### src/sv/rmvd_ram.sv
// generic simple dual-port ram, one write and one registered read port
// no dependencies

module rmvd_ram #(
  parameter int WIDTH = 8,
  parameter int DEPTH = 256
) (
  input  logic                     clk,
  input  logic                     we,
  input  logic [$clog2(DEPTH)-1:0] waddr,
  input  logic [WIDTH-1:0]         wdata,
  input  logic [$clog2(DEPTH)-1:0] raddr,
  output logic [WIDTH-1:0]         rdata
);

  logic [WIDTH-1:0] mem [DEPTH];

  // write port and registered read
  always_ff @(posedge clk) begin
    if (we) begin
      mem[waddr] <= wdata;
    end
    rdata <= mem[raddr];
  end

endmodule

### config.mk
export PLATFORM = sky130hd
export DESIGN_NAME = rmvd_ram
export DESIGN_NICKNAME = d
export VERILOG_FILES = /design/src/sv/rmvd_ram.sv
export SDC_FILE = /design/constraint.sdc
export NUM_CORES = 2
export LEC_CHECK = 0
export BUFFER_PORTS_ARGS = -buffer_cell sky130_fd_sc_hd__buf_2
export CORE_AREA = 2 2 368 370
export CTS_CLUSTER_SIZE = 24
export DETAILED_ROUTE_END_ITERATION = 12
export DIE_AREA = 0 0 370 372
export HOLD_SLACK_MARGIN = 0.08
export PLACE_DENSITY = 0.72
export SLEW_MARGIN = 20
export SYNTH_ARGS = -nofsm -noshare
export SYNTH_HDL_FRONTEND = slang
export SYNTH_SLANG_ARGS = --single-unit
export TNS_END_PERCENT = 100
### constraint.sdc
create_clock -name clk -period 4.7 [get_ports clk]
set_clock_uncertainty 0.05 [all_clocks]
set_input_delay 0.94 -clock clk [delete_from_list [all_inputs] [get_ports clk]]
set_output_delay 0.94 -clock clk [all_outputs]
set_load 0.01 [all_outputs]
==> impl_summary.log <==
[metrics] global-route congestion overflow total: 0
[metrics] total count of max-transition violations in the final report: 0
[metrics] number of filler cells placed in the layout: roughly 8500
[metrics] maximum net fanout on the critical path: 75
[metrics] RSZ-0062 raised after global routing: false
[metrics] Via density: about 6.8
[metrics] top_reg_cell synth: sky130_fd_sc_hd__edfxtp_1
[metrics] weighted congestion at the end of routability-driven global placement: 0.879
[metrics] highest clock rate: between 200 and 300 MHz
[metrics] sequential cell area in the final layout: 61700 µm²
[metrics] final routed wirelength across all metal layers: 190000 µm
[metrics] buffering stage count on the worst path with inverters included: 3
[metrics] via count of the first global-routing pass: 38800
[metrics] type of the worst min-delay path: in -> reg
[metrics] initial core utilization: 0.592
[metrics] number of rows created at floorplan: 135
[metrics] ordered list of cells on the worst path: buf_8 -> buf_4 -> buf_4 -> mux4_2 -> a22oi_1 -> a21oi_1 -> nor4_1 -> nor4_1
[metrics] final antenna-violating net count: 0
[metrics] overall global routing resource usage: 0.280
[metrics] number of non-filler instances in the completed layout: between 5000 and 6000
[metrics] number of max-cap violations: 0
[metrics] final critical-path required period: approximately 3.5 ns
[metrics] relative slew slack: 0.241
[metrics] DRC: 0
[metrics] clock edge transition at the registers on the reported setup and hold paths: around 0.060 ns
[metrics] total area of multi-input combinational cells: about 17000 µm²
[metrics] final sum of negative setup slack: 0 ns
[metrics] clock tree from TritonCTS: done
[metrics] clock sink total: 2056
[metrics] Detailed Place HPWL: 116000 µm
[metrics] Die X-Extent: roughly 370 µm
[metrics] final cell utilization of the core: 0.658
[metrics] hold bufs inserted after CTS: 0
[metrics] synthesized area per cell: 21.3 µm²
[metrics] proportion of register bits with asynchronous set or reset after synthesis: 0
[metrics] number of instances resized during post-cts repair: 0
[metrics] initial DRC count: around 5700
[metrics] vias after detailed routing: between 30000 and 40000
[metrics] worst slew pin tran: 1.14 ns
[metrics] result of the run: finished clean
[metrics] portion of the clock cycle consumed by the worst path in the final layout: 0.751
[metrics] endpoint required time on the critical path: 5.29 ns
[metrics] Worst path max stage delay: 0.92 ns
[metrics] number of buffers inserted by port buffering: 33
[metrics] # IOs: 34
[metrics] worst skew pair latency: just over 0.8 ns
[metrics] arrival time of data at the critical path endpoint: between 4 and 5 ns
[metrics] fraction of final layout cells sized beyond drive strength 1: 0.234
[metrics] post-synthesis instance area: between 70000 and 80000 µm²
[metrics] buffer type at the clock tree root: sky130_fd_sc_hd__clkbuf_16
[metrics] critical setup path kind: in -> reg
[metrics] number of CTS-inserted buffers: ~200
[metrics] initial antenna violation count: 15
[metrics] placed cells: 5486
[metrics] DRT Pass-1 Iters: 6
[metrics] global-route wire length before repair: 275000 µm
[metrics] number of synthesized flops with an enable pin: 2048
[metrics] number of nets produced by synthesis: ~3800
[metrics] area delta synth->final: 11.1%
[metrics] per-cell routed wire length: around 32 µm
[metrics] largest net degree at the start of global routing: 150
[metrics] family of cells with the greatest summed delay on the critical path: buffers and inverters
[metrics] Core Footprint: 134000 µm²
[metrics] static leakage: 27.4 nW
[metrics] number of library cell types mapped by synthesis: 55
[metrics] H-tree lvl count: 4
[metrics] Setup crit end kind: flip-flop
[metrics] Post-Synthesis Cells: ~3700
[metrics] power density over the cells: 420 nW/µm²
[metrics] synthesis-stage register bit count: 2056
[metrics] worst IR drop on VDD: between 0.4 and 0.5 mV
[metrics] sequential-to-total area share from yosys stat: 0.775
[metrics] vertical die dimension: about 370 µm
[metrics] total number of yosys warnings: 0
[metrics] post-CTS setup-driven buffer insertion count: 0
[metrics] Hold Vio Cnt, Final: 0
[metrics] startpoint type of the worst setup path: primary input
[metrics] final count of negative-setup-slack endpoints: 0
[metrics] number of buffers on the longest clock path: 3
[metrics] Layout Nets: just under 4000
[metrics] Die Outline Area: around 140000 µm²
[metrics] cell with the biggest individual delay on the critical path: sky130_fd_sc_hd__nor4_1
## synth_stat cells, types with 10 or more instances
cell,instances,area (µm²)
sky130_fd_sc_hd__edfxtp_1,2048,61500
sky130_fd_sc_hd__mux4_2,454,10200
sky130_fd_sc_hd__nor2_1,282,1060
sky130_fd_sc_hd__mux2i_1,134,1340
sky130_fd_sc_hd__a22oi_1,133,998
sky130_fd_sc_hd__clkbuf_1,111,417
sky130_fd_sc_hd__a21oi_1,96,480
sky130_fd_sc_hd__o221ai_1,46,403
sky130_fd_sc_hd__nand3_1,34,170
sky130_fd_sc_hd__nand2_1,33,124
sky130_fd_sc_hd__buf_2,31,155
sky130_fd_sc_hd__nor2b_1,31,194
sky130_fd_sc_hd__o22ai_1,28,175
sky130_fd_sc_hd__buf_4,27,203
sky130_fd_sc_hd__nor4_1,24,150
sky130_fd_sc_hd__buf_1,22,82.6
sky130_fd_sc_hd__nor3_1,22,110
sky130_fd_sc_hd__buf_6,21,236
sky130_fd_sc_hd__a211oi_1,16,120
sky130_fd_sc_hd__a221oi_1,13,114
sky130_fd_sc_hd__buf_8,13,195
sky130_fd_sc_hd__nand4_1,10,62.6
sky130_fd_sc_hd__o211ai_1,10,75.1
sky130_fd_sc_hd__o21ai_0,10,50.1
## layer usage
layer / vias up / wire length, µm / track usage
met5: - / 124 / 0
met4: 18 / 4800 / 0.0776
met3: 314 / 21000 / 0.0656
met2: 2374 / 90300 / 0.429
met1: 20800 / 73800 / 0.412
li1: 16000 / - / -
## stage by stage
stage	setup slack [ns]	power, mW	hold WS, ns	area (µm²)
final	1.17	37.1	0.605	88400
after floorplan	1.77	21.6	0.720	79600
after detailed placement	0.298	22.5	0.881	82300
after global placement	0.274	22.4	0.892	82300
after CTS	1.11	37.2	0.595	88400
after global routing	1.05	38.0	0.640	88400
## worst register-to-register path, stage by stage (launching register included)
cell	delay, ns
sky130_fd_sc_hd__edfxtp_1	0.39
sky130_fd_sc_hd__mux4_2	0.45
sky130_fd_sc_hd__nor2b_1	0.16
sky130_fd_sc_hd__a211oi_1	0.49
sky130_fd_sc_hd__nor3_1	0.15
sky130_fd_sc_hd__nor4_1	0.60
sky130_fd_sc_hd__buf_4	0.22
sky130_fd_sc_hd__nor4_2	0.04
## cell families after synthesis
logic type | synth area share
flops | 0.775
simple gates | 0.0263
buf+inv | 0.0183
mux | 0.146
compound gates | 0.0342
## layout by cell type (no fill, tap or decap), types with 28 or more instances in the layout
cell | synthesis | routed
sky130_fd_sc_hd__buf_4 | 27 | 143
sky130_fd_sc_hd__clkbuf_1 | 111 | 49
sky130_fd_sc_hd__nor2b_1 | 31 | 28
sky130_fd_sc_hd__buf_12 | 8 | 30
sky130_fd_sc_hd__a21oi_1 | 96 | 96
sky130_fd_sc_hd__nor2_1 | 282 | 279
sky130_fd_sc_hd__a22oi_1 | 133 | 133
sky130_fd_sc_hd__mux2i_1 | 134 | 134
sky130_fd_sc_hd__nand3_1 | 34 | 32
sky130_fd_sc_hd__clkinv_1 | 1 | 37
sky130_fd_sc_hd__edfxtp_1 | 2048 | 2048
sky130_fd_sc_hd__mux4_2 | 454 | 454
sky130_fd_sc_hd__o22ai_1 | 28 | 28
sky130_fd_sc_hd__nand2_1 | 33 | 33
sky130_fd_sc_hd__o221ai_1 | 46 | 46
sky130_fd_sc_hd__clkinv_2 | 0 | 43
sky130_fd_sc_hd__clkbuf_16 | 0 | 198
## path summary, 6_finish.rpt
| path | startpoint | end | slack (ns) | cells after the start |
|---|---|---|---|---|
| max | raddr[1] | rdata[7] | 1.17 | 8 |
| min | wdata[1] | mem[70][1] | 0.61 | 1 |
| max reg2reg | mem[96][2] | rdata[2] | 1.99 | 7 |
| min reg2reg | mem[32][5] | rdata[5] | 0.90 | 6 |
## cell type report
class / instances / share of cell area
flip-flops and latches: 2056 / 0.698
multi-input cells: 1442 / 0.187
clock buffers: 248 / 0.0583
well taps: 1781 / 0.0252
repair buffers: 205 / 0.0219
clock inverters: 104 / 0.0101
diodes: 10 / 0.000283
inverters: 2 / 0.0000849
## state kept, by name, summed over array words and instances (netlist names)
register  flops
mem        2048
rdata         8
## report_power, final
| group | internal [mW] | switching, mW | total (mW) |
|---|---|---|---|
| logic | 0.649 | 1.19 | 1.84 |
| registers | 20.2 | 0.0391 | 20.3 |
| clock network | 8.45 | 6.57 | 15.0 |
| total | 29.3 | 7.80 | 37.1 |
Note: power is estimated with default switching activity, not from simulation.
