===== src/sv/rmvd_pkg.sv =====
// shared types and constants for the rssi moving variance detector
// no dependencies; imported by the divider and the top level

package rmvd_pkg;

  // fixed field widths
  localparam int SAMPLE_W = 8;
  localparam int LEN_W    = 9;
  localparam int THR_W    = 16;
  localparam int DEV_W    = 16;
  localparam int SUM_W    = 24;
  localparam int LEVEL_W  = 25;
  localparam int CFG_W    = 16;
  localparam int IDX_W    = 3;
  // accumulator of up to 511 samples, and its magnitude
  localparam int ACC_W    = 18;
  localparam int MAG_W    = 17;
  localparam int DIFF_W   = 10;
  localparam int DCNT_W   = 5;

  localparam logic [SUM_W-1:0] SUM_MAX = {SUM_W{1'b1}};

  // register indexes of the configuration port
  localparam logic [IDX_W-1:0] REG_WINDOW_LENGTH     = 3'd0;
  localparam logic [IDX_W-1:0] REG_AVERAGE_LENGTH    = 3'd1;
  localparam logic [IDX_W-1:0] REG_INTEGRATOR_LENGTH = 3'd2;
  localparam logic [IDX_W-1:0] REG_THRESHOLD         = 3'd3;
  localparam logic [IDX_W-1:0] REG_SMOOTHING_ENABLE  = 3'd4;
  localparam logic [IDX_W-1:0] REG_THRESHOLD_ENABLE  = 3'd5;

  typedef enum logic [2:0] {
    ST_CLEAR,
    ST_IDLE,
    ST_AVG,
    ST_DIV,
    ST_DEV,
    ST_SUM,
    ST_DONE
  } state_t;

  // divider request and response
  typedef struct packed {
    logic             start;
    logic [MAG_W-1:0] dividend;
    logic [LEN_W-1:0] divisor;
  } div_req_t;

  typedef struct packed {
    logic             done;
    logic [MAG_W-1:0] quotient;
  } div_rsp_t;

endpackage


===== src/sv/rmvd_div.sv =====
// restoring divider, one quotient bit per cycle, unsigned
// depends on rmvd_pkg for widths and request/response types

module rmvd_div
  import rmvd_pkg::*;
(
  input  logic     clk,
  input  logic     rst,
  input  div_req_t req,
  output div_rsp_t rsp
);

  logic [LEN_W-1:0]  rem;
  logic [LEN_W-1:0]  dvs;
  logic [MAG_W-1:0]  quo;
  logic [DCNT_W-1:0] cnt;
  logic              busy;
  logic              done;
  logic [LEN_W:0]    shifted;
  logic [LEN_W:0]    trial;
  logic              fits;

  // one trial subtraction
  always_comb begin
    shifted = {rem, quo[MAG_W-1]};
    trial   = shifted - {1'b0, dvs};
    fits    = shifted >= {1'b0, dvs};
  end

  always_ff @(posedge clk) begin
    if (rst) begin
      busy <= 1'b0;
      done <= 1'b0;
      cnt  <= '0;
    end else begin
      done <= 1'b0;
      if (req.start) begin
        busy <= 1'b1;
        cnt  <= DCNT_W'(MAG_W);
        quo  <= req.dividend;
        dvs  <= req.divisor;
        rem  <= '0;
      end else if (busy) begin
        rem <= fits ? trial[LEN_W-1:0] : shifted[LEN_W-1:0];
        quo <= {quo[MAG_W-2:0], fits};
        cnt <= cnt - DCNT_W'(1);
        if (cnt == DCNT_W'(1)) begin
          busy <= 1'b0;
          done <= 1'b1;
        end
      end
    end
  end

  assign rsp.done     = done;
  assign rsp.quotient = quo;

endmodule


===== config.mk =====
export PLATFORM = sky130hd
export DESIGN_NAME = rmvd_div
export DESIGN_NICKNAME = d
export VERILOG_FILES = /design/src/sv/rmvd_pkg.sv /design/src/sv/rmvd_div.sv
export SDC_FILE = /design/constraint.sdc
export NUM_CORES = 1
export LEC_CHECK = 0
export BUFFER_PORTS_ARGS = -buffer_cell sky130_fd_sc_hd__buf_2
export CORE_MARGIN = 2
export CORE_UTILIZATION = 50
export CTS_CLUSTER_DIAMETER = 150
export DETAILED_ROUTE_END_ITERATION = 16
export PLACE_DENSITY_LB_ADDON = 0.3
export SLEW_MARGIN = 20
export SYNTH_ARGS = -nofsm -noshare
export SYNTH_HDL_FRONTEND = slang
export SYNTH_SLANG_ARGS = --single-unit

===== constraint.sdc =====
create_clock -name clk -period 4.88 [get_ports clk]
set_clock_uncertainty 0.2 [all_clocks]
set_input_delay 0.488 -clock clk [delete_from_list [all_inputs] [get_ports clk]]
set_output_delay 0.488 -clock clk [all_outputs]
set_load 0.02 [all_outputs]

==> summary.txt <==
Layout
  • Number of diodes: 0
  • Fraction of final layout cells with drive strength greater than 1: ~30%
  • Post-layout instance count excluding filler cells: 268
  • Area of the multi-input gates: 898.4 um2
  • Syn-to-layout area delta: 15.58%
  • Count of filler cells inserted in the layout: between 300 and 400
  • Sequential cell area: 0.001191 mm2
  • Post-layout nets: around 260

Worst setup path
  • Type of element launching the critical path: flop
  • Most numerous cell on the critical path: sky130_fd_sc_hd__inv_1
  • Category of the critical setup timing path: flop to flop
  • Cell class contributing the biggest share of worst-path delay: compound AO/OA/AOI/OAI gates
  • Critical path capture point type: flop
  • Required time reported for the critical path endpoint: between 4 and 5 ns
  • Critical Path, Cell by Cell: inv_1 > ha_1 > inv_1 > fa_1 > a21o_1 > a221oi_4 > a31oi_2 > and4bb_1 > o21a_1
  • Crit path buf inv count: 2
  • Maximum fanout along the worst path: 14
  • Data arrival time of the critical path: approximately 2.8 ns
  • Slowest Stage Delay on Critical Path: around 0.42 ns
  • Library cell contributing the largest single delay on the critical path: sky130_fd_sc_hd__edfxtp_1

Synth
  • Register bit count reported by yosys: between 40 and 50
  • Number of nets in the synthesized netlist: about 210
  • Number of distinct library cells after synthesis: between 40 and 50
  • Share of async-settable or async-resettable flops after synthesis: 0%
  • Post-synth EDFFs: 35
  • Main area contributors after synthesis: sky130_fd_sc_hd__edfxtp_1 48%, sky130_fd_sc_hd__mux2_1 8.2%, sky130_fd_sc_hd__dfxtp_1 6.4%
  • Most used DFF post-synth: sky130_fd_sc_hd__edfxtp_1
  • Post-Synthesis Cell Area: between 0.002 and 0.0025 mm2
  • Post-Syn Instances: between 150 and 200
  • Area share of the largest cell type after synthesis: between 40 and 50%
  • Most area-hungry cell type in the Yosys netlist: sky130_fd_sc_hd__edfxtp_1
  • Synthesized area divided by synthesized cell count: roughly 13 um2
  • Sequential share of the synthesized area: between 50% and 60%
  • Yosys Warn Count: 0

Power and ir drop
  • Net switching share of the total power: ~28%
  • Switching power: between 200 and 250 uW
  • Part of the power in the clock network: 25.0%
  • Ratio of total power to cell area: 336.1 mW/mm2
  • Internal cell power: 611.9 uW
  • Relative contribution of sequential cells to total power: between 50% and 60%
  • Leak: 1.057 nW
  • Portion of total power attributed to combinational logic: approximately a quarter
  • Max VDD drop: approximately 0.2 mV

Detailed routing
  • Via count: about 1500
  • DRT iter0 DRCs: 43
  • Wire per inst: between 10 and 15 um
  • Number of remaining DRC errors: 0
  • Count of TritonRoute iterations in the first routing pass: 4
  • Number of routed nets with antenna violations: 0
  • Via count normalized by instance count: 5.429
  • WL final: ~3900 um

Placed design
  • Final Wtd Congestion: roughly 0.77
  • Cells after DPL: 260
  • # port buffers: 46
  • Placed wire-length estimate after detailed placement: 2890 um
  • Pre-CTS WS: slightly below 2 ns

Die
  • Die ar.: ~0.0049 mm2
  • Initial core utilization: ~51%
  • Die width: ~70 um
  • Core area: roughly 0.0043 mm2
  • Number of placement rows: 24
  • Io pins: 47
  • Die Y: about 70 um

Global routing
  • Antenna violations before repair: 0
  • Largest net degree at the start of global routing: 30
  • Remaining global-route overflow: 0
  • First-pass GRT wire length: between 6000 and 7000 um
  • Aggregate global-route resource usage: about 17%
  • Vias in the first global route: 1372

Clocking
  • H-tree levels: 2
  • Number of gates resized after cts: 0
  • CTS tree: yes
  • Root Buffer: sky130_fd_sc_hd__clkbuf_8
  • Cts bufs inserted: 5
  • # clock sinks: 42
  • Worst-skew pair later-pin latency: between 0.2 and 0.3 ns
  • Worst-case clock buffer depth: 2
  • Post-CTS repair timing setup buffer count: 0
  • Clock-pin transition on the worst setup and hold timing paths: roughly 0.080 ns
  • Hold Buf Count CTS: 0

Hold path
  • Worst min-delay path category: input port to flop

Timing
  • RSZ-0062 raised after global routing: false
  • Post-route setup TNS: 0 ns
  • Crit path time final: between 2 and 3 ns
  • Min Hold Slack: between 0.15 and 0.2 ns
  • Final hold viol count: 0
  • Max-slew violation count: 0
  • Worst Tran Pin Value: 0.8335 ns
  • Setup violation total in the final timing report: 0
  • Final setup margin: about 1.9 ns
  • Final clock period utilization by the worst path: roughly three fifths
  • Slew margin rel.: between 40% and 50%
  • Achievable frequency: between 300 and 400 MHz

Flow run
  • Max-Cap Viols: 0

Outcome
  • Outcome: complete, no violations
-- synth_stat cells, types with 2 or more instances --
library cell	count
sky130_fd_sc_hd__inv_1	15
sky130_fd_sc_hd__clkbuf_1	2
sky130_fd_sc_hd__ha_1	11
sky130_fd_sc_hd__nand3_1	3
sky130_fd_sc_hd__nor2_2	3
sky130_fd_sc_hd__o21a_1	2
sky130_fd_sc_hd__nor4b_1	2
sky130_fd_sc_hd__xnor2_1	6
sky130_fd_sc_hd__mux2i_1	3
sky130_fd_sc_hd__and3_1	3
sky130_fd_sc_hd__edfxtp_1	35
sky130_fd_sc_hd__a21o_1	3
sky130_fd_sc_hd__nor3_1	3
sky130_fd_sc_hd__a21oi_1	5
sky130_fd_sc_hd__o21ai_0	5
sky130_fd_sc_hd__mux2_1	16
sky130_fd_sc_hd__dfxtp_1	7
sky130_fd_sc_hd__nor2_1	10
sky130_fd_sc_hd__or3_1	2
sky130_fd_sc_hd__buf_1	2
sky130_fd_sc_hd__buf_6	2
sky130_fd_sc_hd__a211oi_2	3
sky130_fd_sc_hd__nand2_1	2
-- power by group through the flow --
stage	Combinational, mW	Clock, mW	Sequential (mW)
final	0.199	0.213	0.439
after global routing	0.221	0.232	0.444
after global placement	0.196	0	0.447
after detailed placement	0.199	0	0.448
after CTS	0.200	0.217	0.440
after floorplan	0.147	0	0.457
-- cell families after synthesis --
logic type / synth area share [%]
flip-flops: 54.34
AND/OR/NAND/NOR: 8.848
AO/OA/AOI/OAI: 11.76
buffers and inverters: 4.794
multiplexers: 10.27
adder cells (fa/ha/maj): 7.192
XOR/XNOR: 2.797
-- layer usage --
layer / track usage [%] / vias up / routed length, um
met5: 0 / - / 0
met4: 5.769 / 0 / 78
met3: 4.906 / 8 / 194
met2: 27.41 / 37 / 1916
met1: 21.98 / 696 / 1718
li1: - / 714 / -
-- registers in the layout, summed over array words and instances (netlist names) --
name	count
busy	1
dvs	9
done	1
quo	17
rem	9
cnt	5
-- placed cells by master, fill, tap and decap left out, types with 2 or more instances in the layout --
| cell | instances |
|---|---|
| sky130_fd_sc_hd__a21oi_1 | 5 |
| sky130_fd_sc_hd__inv_1 | 15 |
| sky130_fd_sc_hd__o21a_1 | 2 |
| sky130_fd_sc_hd__nor2_1 | 9 |
| sky130_fd_sc_hd__xnor2_1 | 6 |
| sky130_fd_sc_hd__mux2i_1 | 3 |
| sky130_fd_sc_hd__a21o_1 | 3 |
| sky130_fd_sc_hd__buf_2 | 46 |
| sky130_fd_sc_hd__and3_1 | 3 |
| sky130_fd_sc_hd__nor2_2 | 4 |
| sky130_fd_sc_hd__mux2_1 | 16 |
| sky130_fd_sc_hd__nand2_1 | 2 |
| sky130_fd_sc_hd__edfxtp_1 | 35 |
| sky130_fd_sc_hd__nor4b_1 | 2 |
| sky130_fd_sc_hd__a211oi_2 | 3 |
| sky130_fd_sc_hd__or3_1 | 2 |
| sky130_fd_sc_hd__nand3_1 | 3 |
| sky130_fd_sc_hd__o21ai_0 | 5 |
| sky130_fd_sc_hd__ha_1 | 11 |
| sky130_fd_sc_hd__dfxtp_1 | 7 |
| sky130_fd_sc_hd__clkbuf_8 | 5 |
| sky130_fd_sc_hd__nor3_1 | 3 |
-- cell type report --
cell class                      count  share of cell area [%]
Sequential cell                    42                   47.01
Multi-Input combinational cell    103                   35.46
Timing Repair Buffer               47                   9.383
Clock buffer                        6                   2.864
Tap cell                           52                   2.568
Inverter                           16                   2.370
Clock inverter                      2                  0.3457
-- per-stage QoR --
stage | power (mW) | cell area (um2) | utilization [%]
after floorplan | 0.6036 | 2192 | -
after global routing | 0.8961 | 2534 | 59.00
after CTS | 0.8575 | 2534 | 59.00
final | 0.8515 | 2534 | 59.00
after global placement | 0.6430 | 2452 | 57.11
after detailed placement | 0.6471 | 2452 | 57.11
-- path summary, 6_finish.rpt --
path | start | endpoint | slack, ns | depth (start not counted)
worst max-delay path | quo[16] | rem[7] | 1.92 | 9
worst min-delay path | req[4] | dvs[4] | 0.17 | 1
worst max register to register | quo[16] | rem[7] | 1.92 | 9
worst min register to register | cnt[1] | cnt[1] | 0.31 | 2
-- worst register-to-register path, stage by stage (launching register included) --
cell and delay (ns):
sky130_fd_sc_hd__edfxtp_1 0.42, sky130_fd_sc_hd__inv_1 0.08, sky130_fd_sc_hd__ha_1 0.16, sky130_fd_sc_hd__inv_1 0.05
sky130_fd_sc_hd__fa_1 0.39, sky130_fd_sc_hd__a21o_1 0.23, sky130_fd_sc_hd__a221oi_4 0.33, sky130_fd_sc_hd__a31oi_2 0.37
sky130_fd_sc_hd__and4bb_1 0.33, sky130_fd_sc_hd__o21a_1 0.16
Power figures use the tool's default switching activity.
